--- src/rtl/aier_pkg.sv ---
package aier_pkg;

    localparam int HDR_LEN   = 42;
    localparam int IDX_W     = 6;
    localparam int CFG_IDX_W = 2;

    localparam logic [CFG_IDX_W-1:0] CFG_LOCAL_MAC = 2'd0;
    localparam logic [CFG_IDX_W-1:0] CFG_LOCAL_IP  = 2'd1;

    typedef enum logic [3:0] {
        S_RECV   = 4'b0001,
        S_SCAN   = 4'b0010,
        S_DECIDE = 4'b0100,
        S_EMIT   = 4'b1000
    } t_state;

    // where a reply word comes from
    typedef enum logic [2:0] {
        K_MEM,
        K_CONST,
        K_MAC,
        K_IPCK,
        K_ICCK
    } t_kind;

    typedef struct packed {
        logic        arp_ok;
        logic        icmp_ok;
        logic        bcast;
        logic [15:0] ip_ck;
        logic [15:0] icmp_ck;
    } t_scan_res;

    typedef struct packed {
        logic             en;
        logic [IDX_W-1:0] addr;
    } t_rd_req;

endpackage

--- src/rtl/aier_ram.sv ---
module aier_ram (
    input  logic                     i_clk,
    input  logic                     i_we,
    input  logic [aier_pkg::IDX_W-1:0] i_waddr,
    input  logic [7:0]               i_wdata,
    input  aier_pkg::t_rd_req        i_rd,
    output logic [7:0]               o_rdata
);
    import aier_pkg::*;

    logic [7:0] r_mem [HDR_LEN];
    logic [7:0] r_rdata;

    always_ff @(posedge i_clk) begin
        if (i_we) begin
            r_mem[i_waddr] <= i_wdata;
        end
    end

    always_ff @(posedge i_clk) begin
        if (i_rd.en) begin
            r_rdata <= r_mem[i_rd.addr];
        end
    end

    assign o_rdata = r_rdata;

endmodule

--- src/rtl/aier_scan.sv ---
module aier_scan (
    input  logic                       i_clk,
    input  logic                       i_start,
    input  logic                       i_valid,
    input  logic [aier_pkg::IDX_W-1:0] i_idx,
    input  logic [7:0]                 i_data,
    input  logic [31:0]                i_local_ip,
    output aier_pkg::t_scan_res        o_res
);
    import aier_pkg::*;

    // header words with a fixed value in the echo reply ip header
    localparam logic [15:0] IP_CONST_SUM = 16'h851d;

    logic        r_t08, r_arp, r_ip, r_f20, r_f21, r_f23, r_f34, r_bcast, r_tip;
    logic [15:0] r_ipsum, r_icsum;
    logic [15:0] word;
    logic [16:0] ip_add, ic_add;
    logic [7:0]  ip_byte;

    assign word   = i_idx[0] ? {8'h00, i_data} : {i_data, 8'h00};
    assign ip_add = {1'b0, r_ipsum} + {1'b0, word};
    assign ic_add = {1'b0, r_icsum} + {1'b0, word};

    always_comb begin
        unique case (i_idx[1:0])
            2'd2:    ip_byte = i_local_ip[31:24];
            2'd3:    ip_byte = i_local_ip[23:16];
            2'd0:    ip_byte = i_local_ip[15:8];
            default: ip_byte = i_local_ip[7:0];
        endcase
    end

    always_ff @(posedge i_clk) begin
        if (i_start) begin
            r_bcast <= 1'b1;
            r_tip   <= 1'b1;
            r_ipsum <= IP_CONST_SUM;
            r_icsum <= 16'h0000;
        end else if (i_valid) begin
            if (i_idx == IDX_W'(12)) r_t08 <= (i_data == 8'h08);
            if (i_idx == IDX_W'(13)) begin
                r_arp <= (i_data == 8'h06);
                r_ip  <= (i_data == 8'h00);
            end
            if (i_idx == IDX_W'(20)) r_f20 <= (i_data == 8'h00);
            if (i_idx == IDX_W'(21)) r_f21 <= (i_data == 8'h01);
            if (i_idx == IDX_W'(23)) r_f23 <= (i_data == 8'h01);
            if (i_idx == IDX_W'(34)) r_f34 <= (i_data == 8'h08);
            // sender mac all ones
            if (i_idx >= IDX_W'(22) && i_idx <= IDX_W'(27)) begin
                r_bcast <= r_bcast & (i_data == 8'hff);
            end
            // ip addresses, end-around carry
            if (i_idx >= IDX_W'(26) && i_idx <= IDX_W'(33)) begin
                r_ipsum <= ip_add[15:0] + {15'd0, ip_add[16]};
            end
            // arp target ip, icmp identifier and sequence
            if (i_idx >= IDX_W'(38) && i_idx <= IDX_W'(41)) begin
                r_tip   <= r_tip & (i_data == ip_byte);
                r_icsum <= ic_add[15:0] + {15'd0, ic_add[16]};
            end
        end
    end

    assign o_res.arp_ok  = r_t08 & r_arp & r_f20 & r_f21 & r_tip;
    assign o_res.icmp_ok = r_t08 & r_ip & r_f23 & r_f34;
    assign o_res.bcast   = r_bcast;
    assign o_res.ip_ck   = ~r_ipsum;
    assign o_res.icmp_ck = ~r_icsum;

endmodule

--- src/rtl/aier_emit.sv ---
module aier_emit (
    input  logic                i_clk,
    input  logic                i_rst_n,
    input  logic                i_start,
    input  logic                i_arp,
    input  aier_pkg::t_scan_res i_res,
    input  logic [47:0]         i_local_mac,
    output aier_pkg::t_rd_req   o_rd,
    input  logic [7:0]          i_rd_data,
    output logic                o_valid,
    input  logic                i_ready,
    output logic [7:0]          o_byte,
    output logic                o_last,
    output logic                o_done
);
    import aier_pkg::*;

    typedef struct packed {
        t_kind            kind;
        logic [IDX_W-1:0] addr;
        logic [7:0]       cbyte;
        logic [2:0]       sel;
    } t_src;

    function automatic logic [7:0] arp_const(input logic [IDX_W-1:0] o);
        logic [7:0] b;
        unique case (o)
            IDX_W'(12): b = 8'h08;
            IDX_W'(13): b = 8'h06;
            IDX_W'(15): b = 8'h01;
            IDX_W'(16): b = 8'h08;
            IDX_W'(18): b = 8'h06;
            IDX_W'(19): b = 8'h04;
            IDX_W'(21): b = 8'h02;
            default:    b = 8'h00;
        endcase
        return b;
    endfunction

    function automatic logic [7:0] icmp_const(input logic [IDX_W-1:0] o);
        logic [7:0] b;
        unique case (o)
            IDX_W'(12): b = 8'h08;
            IDX_W'(14): b = 8'h45;
            IDX_W'(17): b = 8'h1c;
            IDX_W'(22): b = 8'h40;
            IDX_W'(23): b = 8'h01;
            default:    b = 8'h00;
        endcase
        return b;
    endfunction

    function automatic t_src src_of(input logic [IDX_W-1:0] o, input logic arp,
                                    input logic bcast);
        t_src s;
        s.kind  = K_MEM;
        s.addr  = o;
        s.cbyte = 8'h00;
        s.sel   = 3'd0;
        if (arp) begin
            priority if (o < IDX_W'(6)) begin
                s.kind = bcast ? K_CONST : K_MEM;
                s.addr = o + IDX_W'(22);
            end else if (o < IDX_W'(12)) begin
                s.kind = K_MAC;
                s.sel  = 3'(o - IDX_W'(6));
            end else if (o < IDX_W'(22)) begin
                s.kind  = K_CONST;
                s.cbyte = arp_const(o);
            end else if (o < IDX_W'(28)) begin
                s.kind = K_MAC;
                s.sel  = 3'(o - IDX_W'(22));
            end else if (o < IDX_W'(32)) begin
                s.addr = o + IDX_W'(10);
            end else begin
                s.addr = o - IDX_W'(10);
            end
        end else begin
            priority if (o < IDX_W'(6)) begin
                s.addr = o + IDX_W'(6);
            end else if (o < IDX_W'(12)) begin
                s.kind = K_MAC;
                s.sel  = 3'(o - IDX_W'(6));
            end else if (o < IDX_W'(24)) begin
                s.kind  = K_CONST;
                s.cbyte = icmp_const(o);
            end else if (o < IDX_W'(26)) begin
                s.kind = K_IPCK;
                s.sel  = {2'b00, o[0]};
            end else if (o < IDX_W'(30)) begin
                s.addr = o + IDX_W'(4);
            end else if (o < IDX_W'(34)) begin
                s.addr = o - IDX_W'(4);
            end else if (o < IDX_W'(36)) begin
                s.kind = K_CONST;
            end else if (o < IDX_W'(38)) begin
                s.kind = K_ICCK;
                s.sel  = {2'b00, o[0]};
            end else begin
                s.addr = o;
            end
        end
        return s;
    endfunction

    logic             r_act, r_arp;
    logic [IDX_W-1:0] r_idx;
    logic             r_pv, r_plast;
    t_src             r_p;
    logic             r_ov, r_olast;
    logic [7:0]       r_obyte;
    logic             adv, issue;
    t_src             cur;
    logic [7:0]       mac_b, fmt;

    assign adv   = !r_ov || i_ready;
    assign issue = r_act && adv;
    assign cur   = src_of(r_idx, r_arp, i_res.bcast);

    assign o_rd.en   = issue && (cur.kind == K_MEM);
    assign o_rd.addr = cur.addr;

    always_comb begin
        unique case (r_p.sel)
            3'd0:    mac_b = i_local_mac[47:40];
            3'd1:    mac_b = i_local_mac[39:32];
            3'd2:    mac_b = i_local_mac[31:24];
            3'd3:    mac_b = i_local_mac[23:16];
            3'd4:    mac_b = i_local_mac[15:8];
            default: mac_b = i_local_mac[7:0];
        endcase
    end

    always_comb begin
        unique case (r_p.kind)
            K_MEM:   fmt = i_rd_data;
            K_MAC:   fmt = mac_b;
            K_IPCK:  fmt = r_p.sel[0] ? i_res.ip_ck[7:0] : i_res.ip_ck[15:8];
            K_ICCK:  fmt = r_p.sel[0] ? i_res.icmp_ck[7:0] : i_res.icmp_ck[15:8];
            default: fmt = r_p.cbyte;
        endcase
    end

    always_ff @(posedge i_clk) begin
        if (!i_rst_n) begin
            r_act <= 1'b0;
            r_pv  <= 1'b0;
            r_ov  <= 1'b0;
        end else begin
            if (i_start) begin
                r_act <= 1'b1;
            end else if (issue && r_idx == IDX_W'(HDR_LEN - 1)) begin
                r_act <= 1'b0;
            end
            if (adv) begin
                r_pv <= issue;
                r_ov <= r_pv;
            end
        end
    end

    always_ff @(posedge i_clk) begin
        if (i_start) begin
            r_idx <= '0;
            r_arp <= i_arp;
        end else if (issue) begin
            r_idx <= r_idx + IDX_W'(1);
        end
        if (issue) begin
            r_p     <= cur;
            r_plast <= (r_idx == IDX_W'(HDR_LEN - 1));
        end
        if (adv) begin
            r_obyte <= fmt;
            r_olast <= r_plast;
        end
    end

    assign o_valid = r_ov;
    assign o_byte  = r_obyte;
    assign o_last  = r_olast;
    assign o_done  = r_ov && i_ready && r_olast;

endmodule

--- src/rtl/arp_icmp_echo_responder.sv ---
// ARP and ICMP echo responder. Received Ethernet frames come in one byte per
// word on the s_axis side, tlast on the final byte; the first 42 bytes of
// each frame go into a 42-entry header memory and the rest is dropped. When
// a frame of at least 42 bytes ends, the block reads the header back out of
// the memory (one byte a cycle), checks it and folds the two checksums, then
// makes its decision. An ARP request for local_ip gets an ARP reply; an IPv4
// ICMP echo request gets a header-only echo reply with swapped addresses and
// fresh checksums. The 42-byte reply goes out on m_axis at one byte per cycle
// when the sink keeps tready high, tlast on the final byte; the bytes it copies
// are read from the same memory through its single read port. s_axis_tready is
// high only while receiving: it drops after the last byte of a full-length
// frame and comes back after the scan and the decision when no reply is made,
// or after the last reply byte is taken. Shorter frames cost nothing, so frames
// stream in at one byte per cycle. local_mac and local_ip are written through
// the cfg port, index 0 and 1; the user must write them only while the block
// is idle, as the block itself does not enforce it.
module arp_icmp_echo_responder (
    input  logic        i_clk,
    input  logic        i_rst_n,
    // frame in
    input  logic        s_axis_tvalid,
    output logic        s_axis_tready,
    input  logic [7:0]  s_axis_tdata,   // [7:0] frame_byte
    input  logic        s_axis_tlast,   // frame_end
    // reply out
    output logic        m_axis_tvalid,
    input  logic        m_axis_tready,
    output logic [7:0]  m_axis_tdata,   // [7:0] reply_byte
    output logic        m_axis_tlast,   // reply_end
    // register writes
    input  logic        i_cfg_valid,
    output logic        o_cfg_ready,
    input  logic [aier_pkg::CFG_IDX_W-1:0] i_cfg_index,
    input  logic [47:0] i_cfg_data
);
    import aier_pkg::*;

    t_state           r_state, n_state;
    logic [47:0]      r_local_mac;
    logic [31:0]      r_local_ip;
    logic [IDX_W-1:0] r_cnt;        // header bytes stored so far
    logic [IDX_W-1:0] r_scan_idx;   // next header byte to read back
    logic             r_rd_v;       // read data valid for the scanner
    logic [IDX_W-1:0] r_rd_idx;
    logic             in_acc, room, frame_full, scan_start;
    logic             scan_issue, emit_start, emit_done;
    t_rd_req          scan_rd, emit_rd, ram_rd;
    logic [7:0]       rd_data;
    t_scan_res        res;

    // register writes, always taken
    assign o_cfg_ready = 1'b1;

    always_ff @(posedge i_clk) begin
        if (!i_rst_n) begin
            r_local_mac <= '0;
            r_local_ip  <= '0;
        end else if (i_cfg_valid) begin
            case (i_cfg_index)
                CFG_LOCAL_MAC: r_local_mac <= i_cfg_data;
                CFG_LOCAL_IP:  r_local_ip  <= i_cfg_data[31:0];
                default: ;
            endcase
        end
    end

    // receive side
    assign s_axis_tready = (r_state == S_RECV);
    assign in_acc        = s_axis_tvalid && s_axis_tready;
    assign room          = (r_cnt != IDX_W'(HDR_LEN));
    // full once the 42nd byte is in, this word included
    assign frame_full    = !room || (r_cnt == IDX_W'(HDR_LEN - 1));
    assign scan_start    = in_acc && s_axis_tlast && frame_full;

    always_ff @(posedge i_clk) begin
        if (!i_rst_n) begin
            r_cnt <= '0;
        end else if (in_acc) begin
            if (s_axis_tlast) begin
                r_cnt <= '0;
            end else if (room) begin
                r_cnt <= r_cnt + IDX_W'(1);
            end
        end
    end

    // header read-back for the checks
    assign scan_issue   = (r_state == S_SCAN) && (r_scan_idx != IDX_W'(HDR_LEN));
    assign scan_rd.en   = scan_issue;
    assign scan_rd.addr = r_scan_idx;

    always_ff @(posedge i_clk) begin
        if (!i_rst_n) begin
            r_rd_v <= 1'b0;
        end else begin
            r_rd_v <= scan_issue;
        end
    end

    always_ff @(posedge i_clk) begin
        if (scan_start) begin
            r_scan_idx <= '0;
        end else if (scan_issue) begin
            r_scan_idx <= r_scan_idx + IDX_W'(1);
        end
        r_rd_idx <= r_scan_idx;
    end

    // one read port, shared: scan and emit never overlap
    assign ram_rd = emit_rd.en ? emit_rd : scan_rd;

    // control
    assign emit_start = (r_state == S_DECIDE) && (res.arp_ok || res.icmp_ok);

    always_comb begin
        n_state = r_state;
        unique case (r_state)
            S_RECV:   if (scan_start) n_state = S_SCAN;
            S_SCAN:   if (r_rd_v && r_rd_idx == IDX_W'(HDR_LEN - 1)) n_state = S_DECIDE;
            S_DECIDE: n_state = emit_start ? S_EMIT : S_RECV;
            S_EMIT:   if (emit_done) n_state = S_RECV;
            default:  n_state = S_RECV;
        endcase
    end

    always_ff @(posedge i_clk) begin
        if (!i_rst_n) begin
            r_state <= S_RECV;
        end else begin
            r_state <= n_state;
        end
    end

    aier_ram u_ram (
        .i_clk   (i_clk),
        .i_we    (in_acc && room),
        .i_waddr (r_cnt),
        .i_wdata (s_axis_tdata),
        .i_rd    (ram_rd),
        .o_rdata (rd_data)
    );

    aier_scan u_scan (
        .i_clk      (i_clk),
        .i_start    (scan_start),
        .i_valid    (r_rd_v),
        .i_idx      (r_rd_idx),
        .i_data     (rd_data),
        .i_local_ip (r_local_ip),
        .o_res      (res)
    );

    aier_emit u_emit (
        .i_clk       (i_clk),
        .i_rst_n     (i_rst_n),
        .i_start     (emit_start),
        .i_arp       (res.arp_ok),
        .i_res       (res),
        .i_local_mac (r_local_mac),
        .o_rd        (emit_rd),
        .i_rd_data   (rd_data),
        .o_valid     (m_axis_tvalid),
        .i_ready     (m_axis_tready),
        .o_byte      (m_axis_tdata),
        .o_last      (m_axis_tlast),
        .o_done      (emit_done)
    );

endmodule

--- config.mk ---
export PLATFORM = sky130hd
export DESIGN_NAME = arp_icmp_echo_responder
export DESIGN_NICKNAME = d
export VERILOG_FILES = /design/src/rtl/aier_pkg.sv /design/src/rtl/aier_ram.sv /design/src/rtl/aier_scan.sv /design/src/rtl/aier_emit.sv /design/src/rtl/arp_icmp_echo_responder.sv
export SDC_FILE = /design/constraint.sdc
export NUM_CORES = 1
export LEC_CHECK = 0
export BUFFER_PORTS_ARGS = -buffer_cell sky130_fd_sc_hd__buf_2
export CAP_MARGIN = 20
export CORE_MARGIN = 2
export CORE_UTILIZATION = 45
export DETAILED_ROUTE_END_ITERATION = 8
export PLACE_DENSITY_LB_ADDON = 0.3
export SLEW_MARGIN = 30
export SYNTH_ARGS = -nofsm -noshare
export SYNTH_HDL_FRONTEND = slang
export SYNTH_SLANG_ARGS = --single-unit
--- constraint.sdc ---
create_clock -name i_clk -period 4.4 [get_ports i_clk]
set_clock_uncertainty 0.2 [all_clocks]
set_input_delay 0.22 -clock i_clk [delete_from_list [all_inputs] [get_ports i_clk]]
set_output_delay 0.22 -clock i_clk [all_outputs]
set_load 0.1 [all_outputs]
==> flow_summary_export.csv <==
group,metric,value,unit
status,status,"finished, final reports clean",
synth,syn-cell-area,26600,um^2
setup_path,worst_setup_path_end_kind,"flop",
clocking,cts_buffer_depth,3,
layout,layout-drive-gt1-share,0.1586,
global_routing,antenna_found_initial,0,
setup_path,crit_required,4.64,ns
clocking,clk_root_buffer_cell,"clkbuf_16",
synth,synth_edf_count,374,
place,io_buffer_count,74,
global_routing,grt_max_degree,66,
power,power.density,334.9,nW/um^2
hold_path,hp-class,"in2reg",
clocking,path_clk_slew,0.07,ns
route,dr_total_vias,21529,
place,gp_congestion,0.9412,
flow_run,maxCapViolCount,0,
floorplanning,die_y,247.1,um
power,peakVddDrop,0.4097,mV
route,drt_wl_total,78840,um
setup_path,cp.arrival,4.52,ns
synth,ys_ff_latch,520,
place,hpwlAfterDp,51820,um
sta,period_share,0.9711,
synth,synth_warnings,0,
layout,mostFrequentLayoutCells,"nand2_1 (506), edfxtp_1 (374), nor2_1 (147), dfxtp_1 (142), a211oi_1 (126)",
sta,finalHoldViolations,0,
layout,nets,2861,
route,first_pass_iters,6,
synth,yosysUniqueCellTypes,92,
setup_path,rr_startpoint,"u_emit.r_idx[3]",
place,placed_cell_area,28230,um^2
route,antenna_left,0,
sta,worst_slew_margin_rel,0.2256,
setup_path,startpoint_type,"flop",
route,viasPerCell,6.058,
power,total_power,10.46,mW
global_routing,grt_pass1_wl,120900,um
sta,rsz0062_at_grt,"yes",
sta,slew_viol_final,0,
layout,layout_commonest_cell,"nand2_1",
clocking,numCtsBuffers,54,
layout,syn_to_final_growth,17.45,%
clocking,cts_tree,"yes",
sta,hold_slack,0.08486,ns
floorplanning,fp.dieW,247.1,um
layout,design_area,31240,um^2
setup_path,cp_num_buf_inv,4,
route,drc,0,
setup_path,worst_path_most_repeated_cell,"buf_4",
power,p_leak,11.04,nW
floorplanning,rows,89,
global_routing,overflow,0,
hold_path,hp-start,"s_axis_tdata[6]",
clocking,h-tree-depth,2,
sta,max_freq,0.2340,GHz
floorplanning,dieArea,61070,um^2
clocking,clkLatencyLatePin,0.63,ns
synth,synth_area_per_cell,10.31,um^2
synth,syn_nets,2705,
floorplanning,core-area,58690,um^2
synth,async_flop_share,0,
global_routing,track_usage,0.2550,
floorplanning,start_util,0.4533,
setup_path,cp_slowest_cell,"dfxtp_1",
setup_path,cpPeakStageDelay,0.43,ns
floorplanning,io_pins,76,
clocking,numClockSinks,520,
setup_path,crit_chain,"inv_1 > ha_1 > a21o_1 > a21oi_1 > a22oi_1 > o21a_2 > buf_4 > a21boi_4 > buf_4 > o22ai_1 > a21oi_1 > a311oi_1 > o31a_1 > a211oi_2 > buf_4",
synth,ys_seq_area_frac,0.5321,
route,drtIter0Drc,2296,
sta,setup_viol,0,
setup_path,cp_top_family,"compound AO/OA/AOI/OAI gates",
setup_path,critPathLaunch,"u_emit.r_idx[3]",
route,wl_per_cell,22.18,um
sta,tightest_slew,1.132,ns
synth,synthFlopType,"edfxtp_1",
global_routing,grt_pass1_vias,21078,
setup_path,critPathMaxFanout,15,
setup_path,crit_type,"reg2reg",
synth,syn_inst,2579,
sta,period_needed,4.273,ns
layout,n_fill_cell,4976,
layout,n_antenna_cell,0,
==> final cells by class <==
type                    count  area (um^2)  area share
clock buffers              62         1405     0.04498
repair buffers            287         2328     0.07453
multi-input cells        1849        11800      0.3777
well taps                 773        967.2     0.03096
inverters                  23        86.33    0.002763
flip-flops and latches    520        14160      0.4532
clock inverters            40        495.5     0.01586
==> what timing repair did <==
item | 4_1_cts | 5_1_grt
pin swaps | 7 | 22
gates resized for setup | 7 | 51
endpoints found under the setup margin | 5 | 23
hold buffers | 75 | 3
hold endpoints to repair | 102 | 109
setup buffers | 0 | 6
==> cell usage after synthesis, drive strengths merged (21+ instances only) <==
cell | n | area [um^2]
a21oi | 91 | 470.5
nor3 | 28 | 162.7
a311oi | 43 | 376.6
and3 | 55 | 344.1
a21boi | 91 | 694.4
dfxtp | 146 | 2923
o211ai | 27 | 202.7
nand2 | 510 | 1929
o22ai | 51 | 319.1
a22oi | 51 | 382.9
mux2i | 21 | 222.7
a211oi | 136 | 1066
edfxtp | 374 | 11230
inv | 22 | 82.58
ha | 59 | 738.2
xnor2 | 48 | 420.4
nor2 | 154 | 596.8
mux2 | 21 | 236.5
xor2 | 26 | 227.7
o21ai | 73 | 387.9
buf | 72 | 456.7
clkbuf | 115 | 432.9
nand3 | 119 | 608.1
==> logic make-up after synthesis <==
family                     synth area share
and+or+nand+nor                      0.1655
buffers and inverters               0.03669
DFF                                  0.5321
muxes                               0.02488
xor gates and xnor gates            0.02436
AOI/OAI and AO/OA                    0.1864
other                             0.0001410
adders and majority gates           0.03001
==> registers in the layout (all words and copies together) (netlist names), 4 cells and up <==
name	cells
u_ram.o_rdata	8
u_emit.o_byte	8
u_scan.r_ipsum	16
r_local_mac	48
r_local_ip	32
r_state	4
u_emit.r_idx	6
r_scan_idx	6
u_ram.r_mem	336
r_cnt	6
u_scan.r_icsum	16
r_rd_idx	6
u_emit.r_p	12
==> path summary, 6_finish.rpt <==
path                             end  slack (ns)  cells after the start
setup / recovery    u_ram.o_rdata[2]        0.13                     15
hold / removal    u_ram.r_mem[14][6]        0.08                      1
setup reg to reg    u_ram.o_rdata[2]        0.13                     15
hold reg to reg          r_rd_idx[4]        0.25                      0
==> metal layers <==
metal,vias to the layer above,part of all wire,global-route usage
met5,-,0,0
met4,0,0.044,0.1139
met3,216,0.068,0.03191
met2,1024,0.48,0.4296
met1,10374,0.41,0.3284
li1,9915,-,-
==> stage by stage <==
stage / worst slack [ns] / utilization / cells / setup TNS (ns)
3_5_place_dp: -0.1574 / 0.4811 / 3368 / -0.3459
4_1_cts: 0.02658 / 0.5267 / 3545 / 0
3_3_place_gp: -0.03205 / 0.4806 / 3366 / -0.03205
2_1_floorplan: 0.005238 / - / 2579 / 0
5_1_grt: -0.06771 / 0.5324 / 3554 / -0.2629
6_report: 0.1272 / 0.5324 / 3554 / 0
==> power by group <==
part | total, mW | switching, mW | internal (mW)
Sequential | 5.29 | 0.0193 | 5.27
Combinational | 0.270 | 0.166 | 0.104
Clock | 4.90 | 2.01 | 2.89
Note: power is estimated with default switching activity, not from simulation.
